<file path="src/hw/rtl/acctc_pkg.sv">
// Shared types, constants and fixed-point helpers of the altitude climb throttle controller.
package acctc_pkg;

  localparam int unsigned AddrW = 5;
  localparam int unsigned DataW = 32;
  localparam int unsigned QmW   = 48;  // rounded Q16.16 product
  localparam int unsigned SumW  = 50;  // widest intermediate sum

  // register map, index = paddr[4:2]
  localparam logic [2:0] RegAltGain   = 3'd0;
  localparam logic [2:0] RegMaxClimb  = 3'd1;
  localparam logic [2:0] RegCruise    = 3'd2;
  localparam logic [2:0] RegClimbThr  = 3'd3;
  localparam logic [2:0] RegThrPgain  = 3'd4;
  localparam logic [2:0] RegThrIgain  = 3'd5;
  localparam logic [2:0] RegThrDgain  = 3'd6;
  localparam logic [2:0] RegPitchGain = 3'd7;

  localparam logic [30:0]        AltGainRst   = 31'd6554;
  localparam logic [30:0]        MaxClimbRst  = 31'd131072;
  localparam logic [16:0]        CruiseRst    = 17'd45875;
  localparam logic signed [31:0] ClimbThrRst  = 32'sd6554;
  localparam logic signed [31:0] ThrPgainRst  = 32'sd6554;
  localparam logic signed [31:0] ThrIgainRst  = 32'sd655;
  localparam logic signed [31:0] ThrDgainRst  = 32'sd0;
  localparam logic signed [31:0] PitchGainRst = 32'sd6554;

  localparam logic signed [32:0] IntBound     = 33'sd9830400;  // 150.0 in Q16.16
  localparam logic [13:0]        ThrFullScale = 14'd9600;
  localparam logic signed [SumW-1:0] ThrSatLimit = 50'sd65543;  // scaled value exceeds 9600

  typedef struct packed {
    logic signed [31:0] altitude_target;
    logic signed [31:0] pre_climb;
    logic signed [31:0] altitude_measured;
    logic signed [31:0] vertical_speed;
    logic signed [31:0] nav_pitch_offset;
  } in_req_t;

  typedef struct packed {
    logic signed [31:0] climb_target;
    logic [13:0]        throttle_command;
    logic signed [31:0] pitch_target;
    logic signed [31:0] altitude_error;
  } out_req_t;

  typedef struct packed {
    logic [30:0]        altitude_gain;
    logic [30:0]        max_climb_rate;
    logic [16:0]        cruise_throttle;
    logic signed [31:0] climb_throttle_gain;
    logic signed [31:0] throttle_pgain;
    logic signed [31:0] throttle_igain;
    logic signed [31:0] throttle_dgain;
    logic signed [31:0] pitch_climb_gain;
  } cfg_t;

  typedef enum logic [2:0] {
    MUL_ALT, MUL_INT, MUL_CLB, MUL_PCH, MUL_DER, MUL_PID
  } mul_sel_e;

  typedef enum logic [3:0] {
    ST_IDLE, ST_AE, ST_MALT, ST_WAIT1, ST_CLIMB, ST_ERR, ST_DERR,
    ST_MDER, ST_PITCH, ST_PID, ST_MPID, ST_WAIT2, ST_THR, ST_OUT
  } state_e;

  typedef struct packed {
    logic     ld_in;
    logic     ld_ae;
    logic     mul_en;
    mul_sel_e mul_sel;
    logic     ld_climb;
    logic     ld_err;
    logic     ld_derr;   // also updates previous error, integral and P+I sum
    logic     ld_thr_acc;
    logic     ld_pitch;
    logic     ld_pid;
    logic     ld_thr;
    logic     ld_out;
  } cmd_t;

  // saturate to signed 32 bits
  function automatic logic signed [31:0] sat32(input logic signed [SumW-1:0] v);
    logic signed [31:0] r;
    if (&v[SumW-1:31] || ~|v[SumW-1:31]) r = v[31:0];
    else if (v[SumW-1])                  r = 32'sh8000_0000;
    else                                 r = 32'sh7fff_ffff;
    return r;
  endfunction

  // Q16.16 product rounding: add half, floor shift
  function automatic logic signed [QmW-1:0] rnd_q16(input logic signed [63:0] p);
    logic signed [63:0] t;
    t = p + 64'sd32768;
    return t[63:16];
  endfunction

endpackage

</file>
<file path="src/hw/rtl/acctc_regs.sv">
// APB register file holding the controller gains and limits.
module acctc_regs (
  input  logic                       clk_i,
  input  logic                       rst_ni,
  input  logic                       psel,
  input  logic                       penable,
  input  logic                       pwrite,
  input  logic [acctc_pkg::AddrW-1:0] paddr,
  input  logic [acctc_pkg::DataW-1:0] pwdata,
  output logic [acctc_pkg::DataW-1:0] prdata,
  output logic                       pready,
  output acctc_pkg::cfg_t            cfg_o
);
  import acctc_pkg::*;

  cfg_t       cfg_q, cfg_d;
  logic       wr_en;
  logic [2:0] idx;

  assign pready = 1'b1;
  assign wr_en  = psel & penable & pwrite & pready;
  assign idx    = paddr[4:2];

  always_comb begin
    cfg_d = cfg_q;
    if (wr_en) begin
      unique case (idx)
        RegAltGain:   cfg_d.altitude_gain       = pwdata[30:0];
        RegMaxClimb:  cfg_d.max_climb_rate      = pwdata[30:0];
        RegCruise:    cfg_d.cruise_throttle     = pwdata[16:0];
        RegClimbThr:  cfg_d.climb_throttle_gain = pwdata;
        RegThrPgain:  cfg_d.throttle_pgain      = pwdata;
        RegThrIgain:  cfg_d.throttle_igain      = pwdata;
        RegThrDgain:  cfg_d.throttle_dgain      = pwdata;
        RegPitchGain: cfg_d.pitch_climb_gain    = pwdata;
      endcase
    end
  end

  always_comb begin
    unique case (idx)
      RegAltGain:   prdata = {1'b0, cfg_q.altitude_gain};
      RegMaxClimb:  prdata = {1'b0, cfg_q.max_climb_rate};
      RegCruise:    prdata = {15'd0, cfg_q.cruise_throttle};
      RegClimbThr:  prdata = cfg_q.climb_throttle_gain;
      RegThrPgain:  prdata = cfg_q.throttle_pgain;
      RegThrIgain:  prdata = cfg_q.throttle_igain;
      RegThrDgain:  prdata = cfg_q.throttle_dgain;
      RegPitchGain: prdata = cfg_q.pitch_climb_gain;
    endcase
  end

  always_ff @(posedge clk_i or negedge rst_ni) begin
    if (!rst_ni) begin
      cfg_q.altitude_gain       <= AltGainRst;
      cfg_q.max_climb_rate      <= MaxClimbRst;
      cfg_q.cruise_throttle     <= CruiseRst;
      cfg_q.climb_throttle_gain <= ClimbThrRst;
      cfg_q.throttle_pgain      <= ThrPgainRst;
      cfg_q.throttle_igain      <= ThrIgainRst;
      cfg_q.throttle_dgain      <= ThrDgainRst;
      cfg_q.pitch_climb_gain    <= PitchGainRst;
    end else begin
      cfg_q <= cfg_d;
    end
  end

  assign cfg_o = cfg_q;

endmodule

</file>
<file path="config.mk">
export PLATFORM = sky130hd
export DESIGN_NAME = acctc_regs
export DESIGN_NICKNAME = d
export VERILOG_FILES = /design/src/hw/rtl/acctc_pkg.sv /design/src/hw/rtl/acctc_regs.sv
export SDC_FILE = /design/constraint.sdc
export NUM_CORES = 1
export LEC_CHECK = 0
export ABC_AREA = 1
export BUFFER_PORTS_ARGS = -buffer_cell sky130_fd_sc_hd__buf_4
export CAP_MARGIN = 20
export CORE_MARGIN = 2
export CORE_UTILIZATION = 38
export DETAILED_ROUTE_END_ITERATION = 16
export PLACE_DENSITY_LB_ADDON = 0.08
export SETUP_SLACK_MARGIN = 0.2
export SYNTH_ARGS = -nofsm -noshare
export SYNTH_HDL_FRONTEND = slang
export SYNTH_SLANG_ARGS = --single-unit
</file>
<file path="constraint.sdc">
create_clock -name clk_i -period 1.3 [get_ports clk_i]
set_clock_uncertainty 0.15 [all_clocks]
set_input_delay 0.065 -clock clk_i [delete_from_list [all_inputs] [get_ports clk_i]]
set_output_delay 0.065 -clock clk_i [all_outputs]
set_load 0.02 [all_outputs]
</file>
# == Word-level counts from Yosys, hierarchy flattened ==
# Index checks and enable logic that the tools add are counted.
# classes
n_eq_ne,7
muxes,1
reduce_logical,9
bitwise_logic,2
# op_table
op,n
32-bit one-hot mux with 8 select lines,1
2-bit AND reduction,8
"3-bit == test, second input constant",4
"3-bit by 2-bit == test with 1-bit output, second input constant",2
"3-bit by 1-bit == test with 1-bit output, second input constant",1
3-bit zero test,1
1-bit AND,2
# word_totals
inputBits,42
out_inout_bits,272
word_cells,27
regBits,239

# == Depth between registers and ports, before layout ==
# logic_depth
depth_word,3
ltp_mapped,8
depth_no_buf,5

# == Worst setup path before layout ==
# No wires, ideal clock.
# synth_path
kind,input to output
from,input paddr[4] (netlist name)
to,output prdata[19] (netlist name)
arrival_ps,1178
cell_stages,8
t_required_ps,1085
slack_ps,-93
n_path_buf,4
cell_sequence,buf_2 -> buf_2 -> buf_2 -> buf_2 -> nand4_1 -> nand2_1 -> nor2_1 -> nand3_1
# synth_via
elab_chain_len,2
word_cells_on_any_way,9
cone_classes,eq/ne: 7; mux: 1; reduce/logical: 1
# synth_rtl
item,line_no,source
"start, declared",acctc_regs.sv:8,"input logic [acctc_pkg::AddrW-1:0] paddr,"
"3-bit == test, or another cell as far along",acctc_regs.sv:41,unique case (idx)
32-bit one-hot mux with 8 select lines *,acctc_regs.sv:41,
"end, declared",acctc_regs.sv:10,"output logic [acctc_pkg::DataW-1:0] prdata,"
# Mark *: on every way between the ends. The rest lies on a longest branch, timed or not.

# == Worst setup path in the final report ==
# layout_path
from,register cfg_q (netlist bit cfg_o[73])
to,output prdata[9] (netlist name)
# layout_via
elab_chain_len,1
# layout_rtl
item,line_no,source
"start, declared",acctc_regs.sv:16,"cfg_t cfg_q, cfg_d;"
"start signal, assigned",acctc_regs.sv:64,cfg_q <= cfg_d;
32-bit one-hot mux with 8 select lines,acctc_regs.sv:41,
# Every way passes these cells.

==> impl_metrics.tcl <==
set metrics [dict create \
    vias 11730 \
    synth_edf_count 0 \
    antenna_found_initial 0 \
    fin_nets 1908 \
    cts_buffers 27 \
    synthCells 1308 \
    largest_reg_flops 239 \
    die_x_um 173.5 \
    dp_hpwl_um 28190 \
    cts_tree "yes" \
    root_buffer "clkbuf_16" \
    fmaxAchievable_mhz 546.9 \
    power_frac_seq_pct 34.0 \
    synth.net_count 1350 \
    gp_congestion 0.8688 \
    clkPwrFrac_pct 24.4 \
    final_layout_size_suffix_gt1_share_pct 41.59 \
    p_int_mw 20.63 \
    whs_ps -100.3 \
    swShare_pct 34.02 \
    ios 314 \
    area_delta_synth_final_pct 73.53 \
    crit_fanout 2 \
    clock_path_buffers 3 \
    grt_pass1_vias 11270 \
    final.setup.tns_ps -34110 \
    fp-row-count 62 \
    ys_seq_area_share_pct 55.27 \
    ir_drop_v 0.0009876 \
    grt_use_total_pct 27.61 \
    netlist_area_um2 10920 \
    ant_nets 0 \
    routed_wirelength_um 42960 \
    grt_pass1_wl_um 66010 \
    power_frac_comb_pct 41.6 \
    core_area_um2 28470 \
    p_per_area_nw_per_um2 1650 \
    htreeDepth 1 \
    worstRegToRegCells 7 \
    worstSetupEndpointType "output pin" \
    die-area_um2 30110 \
    async_flop_share_pct 100.0 \
    fin_crit_ps 1828 \
    layout_common_cells "391 x buf_6, 241 x nand2_1, 193 x dfrtp_1" \
    die_height_um 173.5 \
    rsz0062_at_grt "yes" \
    final.period_utilization_pct 140.6 \
    outcome "finished with violations" \
    drt-initial-drc-count 881 \
    ys_types 26 \
    syn_area_per_cell_um2 8.349 \
    cp.arrival_ps 1610 \
    min_path_type "primary input to asynchronous set/reset pin" \
    vias_per_cell 5.169 \
    remaining_drc_errors 0 \
    timing.rr.start "cfg_o[7]$_DFFE_PN1P_" \
    synth_ff_type "dfrtp_1" \
    grt_overflow 0 \
    ys_warn_count 0 \
    finalSetupViolations 236 \
    layout_commonest_cell "buf_6" \
    insertion_delay_ps 530 \
    drtPass1Iterations 5 \
    failed_checks "hold timing, setup timing" \
    avgRoutedWirePerCell_um 18.93 \
    hold_buffers 33 \
    cp-start-kind "flip-flop" \
    maxCapViolCount 0 \
    power.net_switching_mw 10.64 \
    path_clk_slew_ps 60 \
    leakagePower_nw 9.331 \
    grt_max_degree 44 \
    cts_sinks 239 \
    finalMaxSlewViolations 0 \
    fin_ws_ps -528.4 \
    synth-seq-cells 239 \
    finalHoldViolCount 28 \
    start_util_pct 38.36 \
    cp.required_ps 1090 \
    num_antenna_cells 0 \
    startpoint "cfg_o[73]$_DFFE_PN1P_" \
    crit_type "flip-flop to output pin" \
    port-buffer-count 310 \
]
-- metrics by stage --
step	cells	setup slack [ps]	total power [mW]	utilization [%]	cell area [um2]
2_1_floorplan	1308	96.82	14.94	-	11400
3_3_place_gp	2015	-162.8	19.60	52.09	14830
3_5_place_dp	2015	-184.2	19.71	52.09	14830
4_1_cts	2194	-524.4	30.04	63.26	18010
5_1_grt	2269	-568.4	32.67	66.56	18950
6_report	2269	-528.4	31.27	66.56	18950
-- final timing paths --
kind                                          endpoint  slack (ps)
worst max-delay path                         prdata[9]        -530
worst min-delay path            cfg_o[210]$_DFFE_PN0P_        -100
worst max register to register    cfg_o[7]$_DFFE_PN1P_           0
worst min register to register  cfg_o[151]$_DFFE_PN0P_         370
max in group asynchronous       cfg_o[209]$_DFFE_PN1P_         480
min in group clk_i              cfg_o[103]$_DFFE_PN1P_         -30
-- power groups by stage --
stage	Combinational, mW	Clock (mW)	Sequential, mW
CTS	11.8	7.72	10.5
global placement	8.90	0	10.7
detailed placement	8.99	0	10.7
global route	13.8	8.06	10.8
finish	13.0	7.64	10.6
floorplan	2.50	0	12.4
-- worst max-delay path: stages, from the launching register on --
cell	delay (ps)
dfstp_2	550
nand4_1	80
nand2_1	90
nor2_1	50
buf_4	150
nand3_4	60
buf_6	110
-- synthesized netlist by cell type (2+ instances only) --
cell      number  share of area [%]
dfrtp_1      195                 45
o21ai_0      115                5.3
nor2_4         4               0.41
dfstp_2       44                 11
inv_1         68                2.3
inv_2          2              0.069
o21ai_1       18               0.82
nand3_1       63                2.9
a21oi_1      122                5.6
clkbuf_1      46                1.6
nand4_1      128                7.3
buf_2         39                1.8
nand2_1      247                8.5
buf_1         12               0.41
nand3_2        2               0.18
nor2_1       189                6.5
buf_4          5               0.34
-- repair_timing --
action | 4_1_cts | 5_1_grt
endpoints found under the setup margin | 271 | 273
hold endpoints to repair | 478 | 22
resized for setup | 340 | 105
setup buffers | 98 | 75
pin swaps | 67 | 50
-- cells by family (layout without fill, tap and decap cells) --
| family | Yosys count | after routing | share of synthesized area (%) |
|---|---|---|---|
| flip-flops | 239 | 239 | 55.27 |
| buffers and inverters | 173 | 750 | 6.588 |
| AND/OR/NAND/NOR | 640 | 640 | 26.42 |
| other | 1 | 1 | 0.03434 |
| AO/OA/AOI/OAI | 255 | 255 | 11.69 |
-- layer usage --
layer / up-vias / wire, um / part of all wire [%] / global-route usage [%]
li1: 5515 / - / - / -
met4: 0 / 946 / 2.2 / 5.720
met2: 471 / 20640 / 48 / 45.53
met1: 5682 / 18110 / 42 / 37.44
met3: 60 / 3270 / 7.6 / 6.294
met5: - / 0 / 0 / 0
-- area by class of cell --
cell class	instances	area, um2
clock buffers	45	843.3
clock inverters	3	40.04
fillers	2297	9519
inverters	71	274.0
multi-input cells	896	4492
flip-flops and latches	239	6038
well taps	384	480.5
repair buffers	631	6783
Note: power is estimated with default switching activity, not from simulation.
