==> src/hw/rtl/acctc_pkg.sv <==
// Shared types, constants and fixed-point helpers of the altitude climb throttle controller.
package acctc_pkg;

  localparam int unsigned AddrW = 5;
  localparam int unsigned DataW = 32;
  localparam int unsigned QmW   = 48;  // rounded Q16.16 product
  localparam int unsigned SumW  = 50;  // widest intermediate sum

  // register map, index = paddr[4:2]
  localparam logic [2:0] RegAltGain   = 3'd0;
  localparam logic [2:0] RegMaxClimb  = 3'd1;
  localparam logic [2:0] RegCruise    = 3'd2;
  localparam logic [2:0] RegClimbThr  = 3'd3;
  localparam logic [2:0] RegThrPgain  = 3'd4;
  localparam logic [2:0] RegThrIgain  = 3'd5;
  localparam logic [2:0] RegThrDgain  = 3'd6;
  localparam logic [2:0] RegPitchGain = 3'd7;

  localparam logic [30:0]        AltGainRst   = 31'd6554;
  localparam logic [30:0]        MaxClimbRst  = 31'd131072;
  localparam logic [16:0]        CruiseRst    = 17'd45875;
  localparam logic signed [31:0] ClimbThrRst  = 32'sd6554;
  localparam logic signed [31:0] ThrPgainRst  = 32'sd6554;
  localparam logic signed [31:0] ThrIgainRst  = 32'sd655;
  localparam logic signed [31:0] ThrDgainRst  = 32'sd0;
  localparam logic signed [31:0] PitchGainRst = 32'sd6554;

  localparam logic signed [32:0] IntBound     = 33'sd9830400;  // 150.0 in Q16.16
  localparam logic [13:0]        ThrFullScale = 14'd9600;
  localparam logic signed [SumW-1:0] ThrSatLimit = 50'sd65543;  // scaled value exceeds 9600

  typedef struct packed {
    logic signed [31:0] altitude_target;
    logic signed [31:0] pre_climb;
    logic signed [31:0] altitude_measured;
    logic signed [31:0] vertical_speed;
    logic signed [31:0] nav_pitch_offset;
  } in_req_t;

  typedef struct packed {
    logic signed [31:0] climb_target;
    logic [13:0]        throttle_command;
    logic signed [31:0] pitch_target;
    logic signed [31:0] altitude_error;
  } out_req_t;

  typedef struct packed {
    logic [30:0]        altitude_gain;
    logic [30:0]        max_climb_rate;
    logic [16:0]        cruise_throttle;
    logic signed [31:0] climb_throttle_gain;
    logic signed [31:0] throttle_pgain;
    logic signed [31:0] throttle_igain;
    logic signed [31:0] throttle_dgain;
    logic signed [31:0] pitch_climb_gain;
  } cfg_t;

  typedef enum logic [2:0] {
    MUL_ALT, MUL_INT, MUL_CLB, MUL_PCH, MUL_DER, MUL_PID
  } mul_sel_e;

  typedef enum logic [3:0] {
    ST_IDLE, ST_AE, ST_MALT, ST_WAIT1, ST_CLIMB, ST_ERR, ST_DERR,
    ST_MDER, ST_PITCH, ST_PID, ST_MPID, ST_WAIT2, ST_THR, ST_OUT
  } state_e;

  typedef struct packed {
    logic     ld_in;
    logic     ld_ae;
    logic     mul_en;
    mul_sel_e mul_sel;
    logic     ld_climb;
    logic     ld_err;
    logic     ld_derr;   // also updates previous error, integral and P+I sum
    logic     ld_thr_acc;
    logic     ld_pitch;
    logic     ld_pid;
    logic     ld_thr;
    logic     ld_out;
  } cmd_t;

  // saturate to signed 32 bits
  function automatic logic signed [31:0] sat32(input logic signed [SumW-1:0] v);
    logic signed [31:0] r;
    if (&v[SumW-1:31] || ~|v[SumW-1:31]) r = v[31:0];
    else if (v[SumW-1])                  r = 32'sh8000_0000;
    else                                 r = 32'sh7fff_ffff;
    return r;
  endfunction

  // Q16.16 product rounding: add half, floor shift
  function automatic logic signed [QmW-1:0] rnd_q16(input logic signed [63:0] p);
    logic signed [63:0] t;
    t = p + 64'sd32768;
    return t[63:16];
  endfunction

endpackage

==> src/hw/rtl/acctc_dp.sv <==
// Datapath: shared multiplier, rounding stage, loop state and result register.
module acctc_dp (
  input  logic                 clk_i,
  input  logic                 rst_ni,
  input  acctc_pkg::cfg_t      cfg_i,
  input  acctc_pkg::cmd_t      cmd_i,
  input  acctc_pkg::in_req_t   in_req_i,
  output acctc_pkg::out_req_t  out_req_o
);
  import acctc_pkg::*;

  in_req_t             in_q;
  logic signed [31:0]  ae_q, climb_q, err_q, derr_q, pid_q, pitch_q;
  logic signed [31:0]  prev_q, prev_d, integ_q, integ_d;
  logic signed [31:0]  ae_d, climb_d, err_d, derr_d, pid_d, pitch_d;
  logic signed [31:0]  mul_a, mul_b;
  logic signed [63:0]  prod_q, prod_d;
  logic signed [QmW-1:0]  qm_q;
  logic signed [SumW-1:0] acc_q, acc_d, thr_acc_q, thr_acc_d, thr_q, thr_d;
  logic signed [32:0]  mx, c33, i33;
  logic [30:0]         scaled;
  logic [14:0]         scaled_hi;
  logic [13:0]         cmd_val;
  out_req_t            out_q;

  // operand select for the shared multiplier
  always_comb begin
    unique case (cmd_i.mul_sel)
      MUL_ALT: begin mul_a = {1'b0, cfg_i.altitude_gain}; mul_b = ae_q;    end
      MUL_INT: begin mul_a = cfg_i.throttle_igain;         mul_b = integ_q; end
      MUL_CLB: begin mul_a = cfg_i.climb_throttle_gain;    mul_b = climb_q; end
      MUL_PCH: begin mul_a = cfg_i.pitch_climb_gain;       mul_b = climb_q; end
      MUL_DER: begin mul_a = cfg_i.throttle_dgain;         mul_b = derr_q;  end
      MUL_PID: begin mul_a = cfg_i.throttle_pgain;         mul_b = pid_q;   end
      default: begin mul_a = '0;                           mul_b = '0;      end
    endcase
  end

  assign prod_d = mul_a * mul_b;

  always_comb begin
    ae_d = sat32(SumW'(in_q.altitude_target) - SumW'(in_q.altitude_measured));

    // outer loop: saturate then bound to +/- max climb
    mx  = {2'b00, cfg_i.max_climb_rate};
    c33 = 33'(sat32(SumW'(qm_q) + SumW'(in_q.pre_climb)));
    if (c33 > mx)       climb_d = mx[31:0];
    else if (c33 < -mx) climb_d = 32'((-mx));
    else                climb_d = c33[31:0];

    err_d  = sat32(SumW'(in_q.vertical_speed) - SumW'(climb_q));
    derr_d = sat32(SumW'(err_q) - SumW'(prev_q));
    acc_d  = SumW'(err_q) + SumW'(qm_q);

    i33 = 33'(integ_q) + 33'(err_q);
    if (i33 > IntBound)       integ_d = IntBound[31:0];
    else if (i33 < -IntBound) integ_d = 32'((-IntBound));
    else                      integ_d = i33[31:0];
    prev_d = err_q;

    thr_acc_d = SumW'({1'b0, cfg_i.cruise_throttle}) + SumW'(qm_q);
    pitch_d   = sat32(SumW'(qm_q) + SumW'(in_q.nav_pitch_offset));
    pid_d     = sat32(acc_q + SumW'(qm_q));
    thr_d     = thr_acc_q - SumW'(qm_q);
  end

  // throttle scaling; large values saturate before the narrow multiply
  always_comb begin
    scaled    = 31'(thr_q[16:0]) * 31'(ThrFullScale);
    scaled_hi = scaled[30:16];
    if (thr_q[SumW-1] || thr_q == '0)   cmd_val = '0;
    else if (thr_q >= ThrSatLimit)      cmd_val = ThrFullScale;
    else if (scaled_hi > 15'(ThrFullScale)) cmd_val = ThrFullScale;
    else                                cmd_val = scaled_hi[13:0];
  end

  always_ff @(posedge clk_i or negedge rst_ni) begin
    if (!rst_ni) begin
      prev_q  <= '0;
      integ_q <= '0;
    end else if (cmd_i.ld_derr) begin
      prev_q  <= prev_d;
      integ_q <= integ_d;
    end
  end

  always_ff @(posedge clk_i) begin
    if (cmd_i.ld_in)      in_q      <= in_req_i;
    if (cmd_i.ld_ae)      ae_q      <= ae_d;
    if (cmd_i.mul_en)     prod_q    <= prod_d;
    qm_q <= rnd_q16(prod_q);
    if (cmd_i.ld_climb)   climb_q   <= climb_d;
    if (cmd_i.ld_err)     err_q     <= err_d;
    if (cmd_i.ld_derr) begin
      derr_q <= derr_d;
      acc_q  <= acc_d;
    end
    if (cmd_i.ld_thr_acc) thr_acc_q <= thr_acc_d;
    if (cmd_i.ld_pitch)   pitch_q   <= pitch_d;
    if (cmd_i.ld_pid)     pid_q     <= pid_d;
    if (cmd_i.ld_thr)     thr_q     <= thr_d;
    if (cmd_i.ld_out) begin
      out_q.climb_target     <= climb_q;
      out_q.throttle_command <= cmd_val;
      out_q.pitch_target     <= pitch_q;
      out_q.altitude_error   <= ae_q;
    end
  end

  assign out_req_o = out_q;

endmodule

==> config.mk <==
export PLATFORM = sky130hd
export DESIGN_NAME = acctc_dp
export DESIGN_NICKNAME = d
export VERILOG_FILES = /design/src/hw/rtl/acctc_pkg.sv /design/src/hw/rtl/acctc_dp.sv
export SDC_FILE = /design/constraint.sdc
export NUM_CORES = 2
export LEC_CHECK = 0
export ABC_AREA = 1
export BUFFER_PORTS_ARGS = -buffer_cell sky130_fd_sc_hd__buf_4
export CORE_MARGIN = 8
export CORE_UTILIZATION = 58
export CTS_CLUSTER_SIZE = 30
export DETAILED_ROUTE_END_ITERATION = 16
export MAX_ROUTING_LAYER = met4
export PLACE_DENSITY = 0.75
export SYNTH_ARGS = -nofsm -noshare
export SYNTH_HDL_FRONTEND = slang
export SYNTH_SLANG_ARGS = --single-unit
export TNS_END_PERCENT = 30
==> constraint.sdc <==
create_clock -name clk_i -period 7.2 [get_ports clk_i]
set_input_delay 0 -clock clk_i [delete_from_list [all_inputs] [get_ports clk_i]]
set_output_delay 0 -clock clk_i [all_outputs]
set_load 0.05 [all_outputs]
Word level (Yosys, flattened, before mapping)
Index checks and enable logic that the tools add are counted.
{"block": "word_totals", "output_inout_bits": 110, "register_bits": 788, "inputBits": 415, "elab_cells": 98}
{"block": "op_classes", "muxes": 20, "eq_ne": 5, "n_addsub": 12, "magnitude_cmp": 6, "n_reduce_logical": 29, "n_mul": 2}
{"op": "$mux W32", "count": 15}
{"op": "$pmux W32 S6", "count": 1}
{"op": "$pmux W32 S5", "count": 1}
{"op": "$reduce_and A19 Y1", "count": 6}
{"op": "$reduce_or A19 Y1", "count": 6}
{"op": "$sub A32 B32 Y33", "count": 3}
{"op": "$add A48 B32 Y49", "count": 2}
{"op": "$add A64 B17 Y64 const B", "count": 1}
{"op": "$mul A32 B32 Y64", "count": 1}
{"op": "$add A50 B48 Y50", "count": 1}
{"op": "$ge A50 B18 Y1 const B", "count": 1}
{"op": "$logic_not A50 Y1", "count": 1}
{"op": "$sub A50 B48 Y50", "count": 1}
{"op": "$add A18 B48 Y49", "count": 1}
{"op": "$add A32 B48 Y49", "count": 1}
{"op": "$add A32 B32 Y33", "count": 1}
{"op": "$gt A33 B25 Y1 const B", "count": 1}
{"op": "$lt A32 B33 Y1", "count": 1}
{"op": "$lt A33 B25 Y1 const B", "count": 1}
{"op": "$neg A31 Y33", "count": 1}
{"op": "$gt A32 B32 Y1", "count": 1}
{"op": "$mux W31", "count": 1}
{"op": "$mux W14", "count": 2}
{"op": "$mul A17 B7 Y24 const B", "count": 1}
{"op": "other kinds (9)", "count": 22}

Longest topological paths before layout
{"block": "logic_depth", "depth_word": 8, "mapped_depth": 46, "ltp_nobuf": 43}

Worst setup path after synthesis
No wires, ideal clock.
{"block": "synth_path", "path_kind": "input to register", "from": "in cmd_i[9] (netlist bit)", "to": "reg prod_q[63], data pin", "arrival_time_ns": 7.777, "path_slack_ns": -0.830, "stages": 32, "setup_ns": 0.253, "path_cell_list": "inv_2 > nand3_4 > inv_2 > buf_4 > a22o_1 > a221oi_1 > nand2_1 > inv_2 > clkbuf_1 > nor2_1 > fa_1 > fa_1 > fa_1 > fa_1 > inv_1 > fa_1 > inv_1 > fa_1 > inv_1 > fa_1 > inv_1 > fa_1 > ha_1 > a21oi_1 > inv_1 > a31oi_1 > o21a_1 > nor2_1 > a2111oi_0 > nand3_1 > nand2_1 > nand2_1"}
{"block": "synth_via", "elab_chain_cells": 4}
{"item": "from (decl)", "line": "acctc_dp.sv:6", "rtl": "input acctc_pkg::cmd_t cmd_i,"}
{"item": "$eq A3 B2 Y1", "line": "acctc_dp.sv:28", "rtl": "unique case (cmd_i.mul_sel)"}
{"item": "$reduce_or A2 Y1 (no line)"}
{"item": "$pmux W32 S5", "line": "acctc_dp.sv:28"}
{"item": "$mul A32 B32 Y64 (*)", "line": "acctc_dp.sv:39", "rtl": "assign prod_d = mul_a * mul_b;"}
{"item": "named net prod_d[63]", "line": "acctc_dp.sv:17", "rtl": "logic signed [63:0] prod_q, prod_d;"}
{"item": "to (signal assigned)", "line": "acctc_dp.sv:90", "rtl": "if (cmd_i.mul_en) prod_q <= prod_d;"}
{"item": "to (decl)", "line": "acctc_dp.sv:17"}
Mark *: on every way through the listed nets, which the timed path passes. The rest lies on a longest branch.
A chain may end at the register's enable or synchronous reset.

Worst setup path after layout
{"block": "layout_path", "from": "reg climb_q[18]", "to": "reg prod_q[62], data pin"}
{"block": "layout_via", "elab_chain_cells": 2}
{"item": "from (decl)", "line": "acctc_dp.sv:13", "rtl": "logic signed [31:0] ae_q, climb_q, err_q, derr_q, pid_q, pitch_q;"}
{"item": "from (signal assigned)", "line": "acctc_dp.sv:92", "rtl": "if (cmd_i.ld_climb) climb_q <= climb_d;"}
{"item": "$pmux W32 S5", "line": "acctc_dp.sv:28"}
{"item": "$mul A32 B32 Y64", "line": "acctc_dp.sv:39"}
{"item": "named net prod_d[62]", "line": "acctc_dp.sv:17"}
The timed path passes the listed nets, and every way through them passes these cells.

==> impl_metrics.yaml <==
die:
  die_h_microns: 424
  std_cell_rows: 149
  start_util: 0.584
  io_pins: 525
  coreArea_sq_mm: 0.165
  dieArea_sq_mm: 0.180
  die_w_microns: 424
global_route:
  gr-usage-all-layers: 0.437
  grt_pass1_vias: 96271
  antenna_found_initial: 23
  use_met3: 0.138
  met2_usage: 0.645
  gr-total-overflow: 0
  grt_use_met1: 0.526
  grt_start_max_net_pins: 83
  grt_pass1_wl_mm: 579
  grt-busiest-layer: "met2"
layout:
  fillers: 12009
  finalCoreUtilization: 0.735
  syn_to_final_growth_pct: 25.9
  final_cell_mix: "nand2_1 (2,547), inv_1 (2,265), buf_4 (1,403), nor2_1 (1,300), fa_1 (1,036)"
  final_common_cell: "nand2_1"
  finalNetCount: 16078
  drive_gt1_frac: 0.175
  instances_no_fill: 16139
setup_path:
  arrival_ns: 8.41
  reg2reg_depth: 28
  cp_slowest_cell: "fa_1"
  cp.required_ns: 7.67
  cpPeakStageDelay_ns: 0.61
  path_class: "flop to flop"
  cp-startpoint: "climb_q[18]"
  cp_max_fo: 5
  r2r_slack_ns: -0.74
  end_kind: "flop"
  crit_top_cell: "fa_1"
  r2r-start: "climb_q[18]"
  reg2reg_to: "prod_q[62]"
  start_kind: "flop"
  endpoint: "prod_q[62]"
timing:
  fin_crit_sh: 1.10
  setup_violations: 51
  hold_viol: 0
  max_freq_ghz: 0.126
  post-route-worst-setup-slack_ns: -0.742
  holdWs_ns: 0.0280
  grt_setup_unrepaired: "yes"
  skew_ns: 0.0526
  tightest_slew_ns: 1.28
  slew_viol_final: 0
  min_period_ns: 7.94
  maxSlewHeadroom: 0.149
synth:
  synth_flop_cell: "edfxtp_1"
  seq_area_frac_synth: 0.232
  yosysUniqueCellTypes: 73
  yosysWarnings: 0
  ys_ff_latch: 771
  syn_avg_cell_area_sq_um: 8.00
  yosys-top-cells-area: "fa_1 (23%), edfxtp_1 (21%), nand2_1 (10%)"
  yosys.area.top_type: "fa_1"
  netlist_area_sq_mm: 0.0964
  synth.top_cell.area_share: 0.232
  synth_async_sr_flop_share: 0.0830
  synth_nets: 14278
  synth_edf_count: 659
  netlist_instances: 12054
cts:
  cts_buffers: 86
  clk-insertion-delay-late_ns: 0.76
  clock-sinks: 771
  path_clk_slew_ns: 0.07
  cts-root-buf: "clkbuf_16"
  clock_path_buffers: 3
  htree_levels: 3
  cts_tree: "built"
detailed_routing:
  wl_per_cell_microns: 24.8
  viasPerCell: 5.89
  drcViolationCount: 0
  drt-pass1-iter-count: 10
  drt-total-wl_mm: 400
  drtIter0Drc: 11574
  drtAntennaViolNets: 0
  num_vias: 95130
placement:
  numPortBuffers: 524
  place_inst: 15411
  dp_hpwl_mm: 315
  place.gp.congestion: 1.14
run_status:
  outcome: "complete, but fails checks"
  violations: "negative setup slack"
job:
  cap_viol_max_count: 0
hold_path:
  hp-class: "input port to flop"
-- logic make-up after synthesis --
| logic type | synth area share |
|---|---|
| XOR/XNOR | 0.0457 |
| adder cells (fa/ha/maj) | 0.322 |
| buffers and inverters | 0.106 |
| flip-flops | 0.232 |
| AO/OA/AOI/OAI | 0.0898 |
| AND/OR/NAND/NOR | 0.205 |
-- synthesized netlist by cell type (153+ instances only) --
cell type	n
a21oi_1	662
clkbuf_1	153
edfxtp_1	659
fa_1	1115
ha_1	694
inv_1	2363
nand2_1	2619
nand3_1	307
nor2_1	1374
o21ai_0	458
xnor2_1	172
xor2_1	329
-- layout make-up --
class / instances / area (sq um) / area share
inverters: 2399 / 9100 / 0.0750
multi-input cells: 8626 / 66400 / 0.547
flip-flops and latches: 771 / 22400 / 0.184
clock buffers: 105 / 2270 / 0.0187
diodes: 26 / 65.1 / 0.000536
well taps: 2189 / 2740 / 0.0226
repair buffers: 1970 / 17800 / 0.147
clock inverters: 53 / 603 / 0.00497
-- per-stage QoR --
step	worst slack, ns	cell area [sq um]	TNS (ns)
final	-0.742	121000	-26.94
after floorplan	-0.376	96600	-3.32
after CTS	-0.546	119000	-17.15
after detailed placement	-1.24	110000	-42.29
after global placement	-1.14	110000	-38.80
after global routing	-0.915	121000	-34.54
-- critical path: cells and delay by family, from the launching register on --
kind | cells | cell delay (ns)
AOI/OAI and AO/OA | 5 | 1.19
buffers and inverters | 9 | 0.89
DFF | 1 | 0.54
adders and majority gates | 9 | 4.45
xor gates and xnor gates | 1 | 0.17
and+or+nand+nor | 4 | 0.42
-- worst min-delay path by stage --
| stage | start | endpoint | slack, ns | cells after the start |
|---|---|---|---|---|
| after floorplan | rst_ni | integ_q[0] | -0.30 | 0 |
| after global placement | rst_ni | integ_q[21] | 0.14 | 1 |
| after detailed placement | rst_ni | integ_q[21] | 0.15 | 1 |
| after CTS | in_req_i[13] | in_q[13] | 0.0001 | 2 |
| after global routing | in_req_i[42] | in_q[42] | 0.002 | 2 |
| final | in_req_i[13] | in_q[13] | 0.03 | 2 |
-- sequential cells by signal, indices dropped and copies added (netlist names) --
signal     cells
in_q         160
out_req_o    110
thr_q         50
acc_q         49
prod_q        49
thr_acc_q     49
qm_q          48
ae_q          32
climb_q       32
derr_q        32
err_q         32
integ_q       32
pid_q         32
pitch_q       32
prev_q        32
-- what timing repair did --
action,4_1_cts,5_1_grt
gates cloned,7,9
buffers inserted,73,89
hold endpoints to repair,697,0
gates resized for setup,346,399
setup endpoints to repair,49,70
pin swaps,151,221
hold buffers,373,0
-- metal layers --
| layer | up-vias | part of all wire | wire length [microns] |
|---|---|---|---|
| met5 | - | 0 | 0 |
| met1 | 45245 | 0.36 | 143000 |
| met2 | 6535 | 0.43 | 172000 |
| met4 | 0 | 0.081 | 32600 |
| li1 | 41617 | - | - |
| met3 | 1733 | 0.13 | 52500 |
Power is left out: the tool's default activity adds up to more than one toggle a clock period on the data nets, which glitch-free logic cannot reach.
